File: src/hdl/sme_pkg.sv
// Shared types and constants for the stack machine executor.
// Opcodes, status codes, item kinds and stream widths; no dependencies.
`timescale 1ns / 1ps

package sme_pkg;

   localparam int SME_STACK_DEPTH = 1024;
   localparam int WORD_W          = 32;
   localparam int CMD_W           = 4;
   localparam int STATUS_W        = 3;
   localparam int REQ_TDATA_W     = 40;
   localparam int RSP_TDATA_W     = 40;

   localparam logic [CMD_W-1:0] OP_END   = 4'd0;
   localparam logic [CMD_W-1:0] OP_ABORT = 4'd1;
   localparam logic [CMD_W-1:0] OP_PUSH  = 4'd2;
   localparam logic [CMD_W-1:0] OP_POP   = 4'd3;
   localparam logic [CMD_W-1:0] OP_OUT   = 4'd4;
   localparam logic [CMD_W-1:0] OP_ADD   = 4'd5;
   localparam logic [CMD_W-1:0] OP_SUB   = 4'd6;
   localparam logic [CMD_W-1:0] OP_MUL   = 4'd7;
   localparam logic [CMD_W-1:0] OP_DIV   = 4'd8;
   localparam logic [CMD_W-1:0] OP_DUP   = 4'd9;

   localparam logic [STATUS_W-1:0] ST_OK        = 3'd0;
   localparam logic [STATUS_W-1:0] ST_ENDED     = 3'd1;
   localparam logic [STATUS_W-1:0] ST_ABORTED   = 3'd2;
   localparam logic [STATUS_W-1:0] ST_UNDERFLOW = 3'd3;
   localparam logic [STATUS_W-1:0] ST_OVERFLOW  = 3'd4;
   localparam logic [STATUS_W-1:0] ST_DIVZERO   = 3'd5;
   localparam logic [STATUS_W-1:0] ST_UNKNOWN   = 3'd6;
   localparam logic [STATUS_W-1:0] ST_HALTED    = 3'd7;

   typedef enum logic [3:0] {
      KIND_END,
      KIND_ABORT,
      KIND_PUSH,
      KIND_POP,
      KIND_OUT,
      KIND_ADD,
      KIND_SUB,
      KIND_MUL,
      KIND_DIV,
      KIND_DUP,
      KIND_BAD
   } kind_type;

   typedef struct packed {
      kind_type          kind;
      logic [WORD_W-1:0] imm;
   } item_type;

endpackage

File: src/hdl/sme_front.sv
// Front end: accepts request transfers, decodes the opcode into a kind
// and buffers items in a two-entry queue. Depends on sme_pkg.
`timescale 1ns / 1ps

module sme_front (
   input  logic                           clock,
   input  logic                           reset,
   input  logic                           req_tvalid,
   output logic                           req_tready,
   input  logic [sme_pkg::REQ_TDATA_W-1:0] req_tdata,
   output logic                           q_valid,
   output sme_pkg::item_type              q_item,
   input  logic                           q_pop
);
   import sme_pkg::*;

   item_type   slot_ff [2];
   item_type   new_item;
   logic       wr_ptr_ff, wr_ptr_in;
   logic       rd_ptr_ff, rd_ptr_in;
   logic [1:0] fill_ff, fill_in;
   logic       push;

   always_comb begin
      new_item.imm = req_tdata[CMD_W +: WORD_W];
      unique case (req_tdata[CMD_W-1:0])
         OP_END:   new_item.kind = KIND_END;
         OP_ABORT: new_item.kind = KIND_ABORT;
         OP_PUSH:  new_item.kind = KIND_PUSH;
         OP_POP:   new_item.kind = KIND_POP;
         OP_OUT:   new_item.kind = KIND_OUT;
         OP_ADD:   new_item.kind = KIND_ADD;
         OP_SUB:   new_item.kind = KIND_SUB;
         OP_MUL:   new_item.kind = KIND_MUL;
         OP_DIV:   new_item.kind = KIND_DIV;
         OP_DUP:   new_item.kind = KIND_DUP;
         default:  new_item.kind = KIND_BAD;
      endcase
   end

   assign req_tready = (fill_ff != 2'd2) & ~reset;
   assign push       = req_tvalid & req_tready;
   assign q_valid    = (fill_ff != 2'd0);
   assign q_item     = slot_ff[rd_ptr_ff];

   assign wr_ptr_in = push  ? ~wr_ptr_ff : wr_ptr_ff;
   assign rd_ptr_in = q_pop ? ~rd_ptr_ff : rd_ptr_ff;
   assign fill_in   = fill_ff + {1'b0, push} - {1'b0, q_pop};

   always_ff @(posedge clock) begin
      if (push) begin
         slot_ff[wr_ptr_ff] <= new_item;
      end
   end

   always_ff @(posedge clock) begin
      if (reset) begin
         wr_ptr_ff <= 1'b0;
         rd_ptr_ff <= 1'b0;
         fill_ff   <= 2'd0;
      end else begin
         wr_ptr_ff <= wr_ptr_in;
         rd_ptr_ff <= rd_ptr_in;
         fill_ff   <= fill_in;
      end
   end

endmodule

File: config.mk
export PLATFORM = sky130hd
export DESIGN_NAME = sme_front
export DESIGN_NICKNAME = d
export VERILOG_FILES = /design/src/hdl/sme_pkg.sv /design/src/hdl/sme_front.sv
export SDC_FILE = /design/constraint.sdc
export NUM_CORES = 1
export LEC_CHECK = 0
export BUFFER_PORTS_ARGS = -buffer_cell sky130_fd_sc_hd__buf_4
export CAP_MARGIN = 10
export CORE_MARGIN = 2
export CORE_UTILIZATION = 35
export CTS_CLUSTER_SIZE = 8
export DETAILED_ROUTE_END_ITERATION = 10
export GPL_TIMING_DRIVEN = 0
export PLACE_DENSITY_LB_ADDON = 0.2
export SLEW_MARGIN = 20
export SYNTH_ARGS = -nofsm -noshare
export SYNTH_HDL_FRONTEND = slang
export SYNTH_SLANG_ARGS = --single-unit
File: constraint.sdc
create_clock -name clock -period 3.45 [get_ports clock]
set_clock_uncertainty 0.05 [all_clocks]
set_input_delay 0.345 -clock clock [delete_from_list [all_inputs] [get_ports clock]]
set_output_delay 0.345 -clock clock [all_outputs]
set_load 0.02 [all_outputs]
==> results_dict.tcl <==
set metrics [dict create \
    run_status "finished clean" \
    fin_crit_sh_pct 54.4 \
    leakagePower_nw 1.57 \
    timing.final.ws_setup_ps 1570 \
    yosysMostFrequentCell "edfxtp_1" \
    ctsResizeCount 0 \
    yosysTopAreaCell "edfxtp_1" \
    ys_types 22 \
    cts.path.max_buffers 2 \
    cts_hold_buf 0 \
    powerDensity_nw_per_um2 545 \
    drv_cap 0 \
    tns_ps 0 \
    yosys-top-cells-count "72 x edfxtp_1, 30 x mux2_4, 6 x mux2_2" \
    p_sw_share_pct 22.4 \
    p_switching_mw 0.489 \
    ys_seq_area_share_pct 75.1 \
    utilization_pct 48.3 \
    hold_viol 0 \
    synth-seq-cells 77 \
    insertion_delay_ps 330 \
    wirelength_um 4890 \
    regArea_um2 2260 \
    tritoncts "yes" \
    drive_gt1_share_pct 58.0 \
    p_clk_share_pct 33.5 \
    start_util_pct 36.3 \
    r2r_cells 4 \
    core_um2 8300 \
    hold_class "in -> reg" \
    post_drt_via_cell_ratio 4.39 \
    synth_area_um2 3010 \
    synthArstFlopShare_pct 0 \
    grt_first_pass_wirelength_um 7490 \
    crit_type "reg -> out" \
    cts.sinks 77 \
    die_x_um 96.8 \
    holdPathEnd "slot_ff[0][24]$_DFFE_PP_" \
    ant_nets 0 \
    synth-main-ff-cell "edfxtp_1" \
    dpl_worst_slack_ps 1630 \
    io_pins 82 \
    post-route-drc-count 0 \
    fin_area_um2 4010 \
    grt_use_total_pct 10.5 \
    fillCellCount 715 \
    multi_input_area_um2 686 \
    area_growth_syn_to_layout_pct 33.0 \
    num_rows 33 \
    antenna_cells 0 \
    worstSetupStartpointType "register" \
    hold_start "req_tdata[28]" \
    synth_edf_count 72 \
    drv_slew 0 \
    numCtsBuffers 9 \
    maxSlewHeadroom_pct 62.2 \
    grt_max_degree 20 \
    io_buffer_count 77 \
    ir_drop_mv 0.211 \
    nets 279 \
    crit_fanout 10 \
    ys_warn_count 0 \
    dieHeight_um 96.8 \
    die_area_um2 9370 \
    overflow 0 \
    synth_cells 142 \
    worst_slew_pin_slew_ps 566 \
    cp.arrival_ps 1480 \
    internal-power_mw 1.70 \
    rsz0062_at_grt "no" \
    reg2reg_from "fill_ff[0]$_SDFF_PP0_" \
    firstDrtPassIters 4 \
    whs_path_depth 1 \
    critPathCaptureType "output pin" \
    htree_levels 3 \
    drt-initial-drc-count 55 \
    num_vias 1507 \
    yosys-top-cells-area "edfxtp_1 72%, mux2_4 15%, dfxtp_1 3.3%, mux2_2 2.2%, buf_12 2.0%" \
    avgSynthCellArea_um2 21.2 \
    cts_setup_buffers 0 \
    wl_per_cell_um 14.3 \
    reg2reg_to "slot_ff[1][13]$_DFFE_PP_" \
    fmax_mhz 533 \
    p_seq_share_pct 50.0 \
    cts_root_buffer "clkbuf_8" \
    post_dp_cell_area_um2 3790 \
    grt_pass1_vias 1555 \
    antenna_found_initial 0 \
    syn-num-nets 188 \
    comb_power_share_pct 16.5 \
    setup_viol 0 \
    regToRegSetupSlack_ps 1680 \
    min_period_ps 1880 \
    cp_data_required_time_ps 3050 \
    routabilityCongestion 0.670 \
    cts.reportedPaths.clkPinSlew_ps 80 \
    holdWs_ps 137 \
    dp_hpwl_um 3400 \
    synth_top_area_share_pct 71.7 \
]
## per-layer routing
layer	up-vias	GRT usage, %	wire (µm)
li1	726	-	-
met1	729	11.6	1940
met2	42	18.0	2610
met3	10	3.11	241
met4	0	5.85	101
met5	-	0	0
## stage by stage
| stage | instances | power (mW) |
|---|---|---|
| floorplan | 142 | 1.33 |
| global placement | 324 | 1.47 |
| detailed placement | 327 | 1.48 |
| CTS | 343 | 2.22 |
| global route | 343 | 2.27 |
| finish | 343 | 2.18 |
## kinds of logic (layout without fill, tap and decap cells)
| group | Yosys count | count (layout) | share of synthesized area (%) |
|---|---|---|---|
| xor gates and xnor gates | 2 | 2 | 0.581 |
| buffers and inverters | 6 | 102 | 2.62 |
| adders and majority gates | 2 | 2 | 0.830 |
| AOI/OAI and AO/OA | 3 | 3 | 0.747 |
| and+or+nand+nor | 16 | 16 | 2.99 |
| DFF | 77 | 77 | 75.1 |
| muxes | 36 | 36 | 17.2 |
## cell type report
type                            instances  share of cell area [%]
Buffer                                  4                    1.78
Timing Repair Buffer                   80                    15.8
Tap cell                              105                    3.28
Clock buffer                           12                    3.62
Multi-Input combinational cell         59                    17.1
Sequential cell                        77                    56.4
Inverter                                2                   0.187
Clock inverter                          4                    1.81
## worst max-delay path by stage
| stage | from | endpoint | slack [ps] | cells past startpoint |
|---|---|---|---|---|
| 2_1_floorplan | fill_ff[0]$_SDFF_PP0_ | slot_ff[0][0]$_DFFE_PP_ | 1060 | 3 |
| 3_3_place_gp | fill_ff[0]$_SDFF_PP0_ | slot_ff[0][5]$_DFFE_PP_ | 140 | 3 |
| 3_5_place_dp | reset | slot_ff[1][10]$_DFFE_PP_ | 1630 | 4 |
| 4_1_cts | register | q_item[12] | 1540 | 4 |
| 5_1_grt | register | q_item[12] | 1520 | 4 |
| 6_report | register | q_item[12] | 1570 | 4 |
## critical path, cell delays in order (launching register included)
cell and delay (ps):
dfxtp_1 330, buf_6 180, buf_12 160, mux2_4 310
buf_4 160
## sequential cells by signal (all words and copies together) (netlist names), named ones only
signal and cells:
wr_ptr_ff 1, slot_ff 72, rd_ptr_ff 1, fill_ff 2
## power groups by stage
stage                     registers, mW  clock network [mW]  logic [mW]
after floorplan                    1.11                   0       0.219
after global placement             1.11                   0       0.353
after detailed placement           1.11                   0       0.367
after CTS                          1.09               0.756       0.367
after global routing               1.10               0.784       0.385
final                              1.09               0.732       0.359
## layout by cell type (no fill, tap or decap), drive strengths merged
master | Yosys | layout
buf | 4 | 84
edfxtp | 72 | 72
mux2 | 36 | 36
clkbuf | 0 | 12
dfxtp | 5 | 5
nor2 | 4 | 4
nor2b | 3 | 3
and2 | 2 | 2
inv | 2 | 2
nand2 | 2 | 2
ha | 2 | 2
bufinv | 0 | 2
nor3 | 2 | 2
a21o | 1 | 1
o21ai | 1 | 1
nand2b | 1 | 1
and3 | 1 | 1
or2 | 1 | 1
a32o | 1 | 1
xnor2 | 1 | 1
xor2 | 1 | 1
clkinvlp | 0 | 1
clkinv | 0 | 1
(Power assumes the default switching activity.)
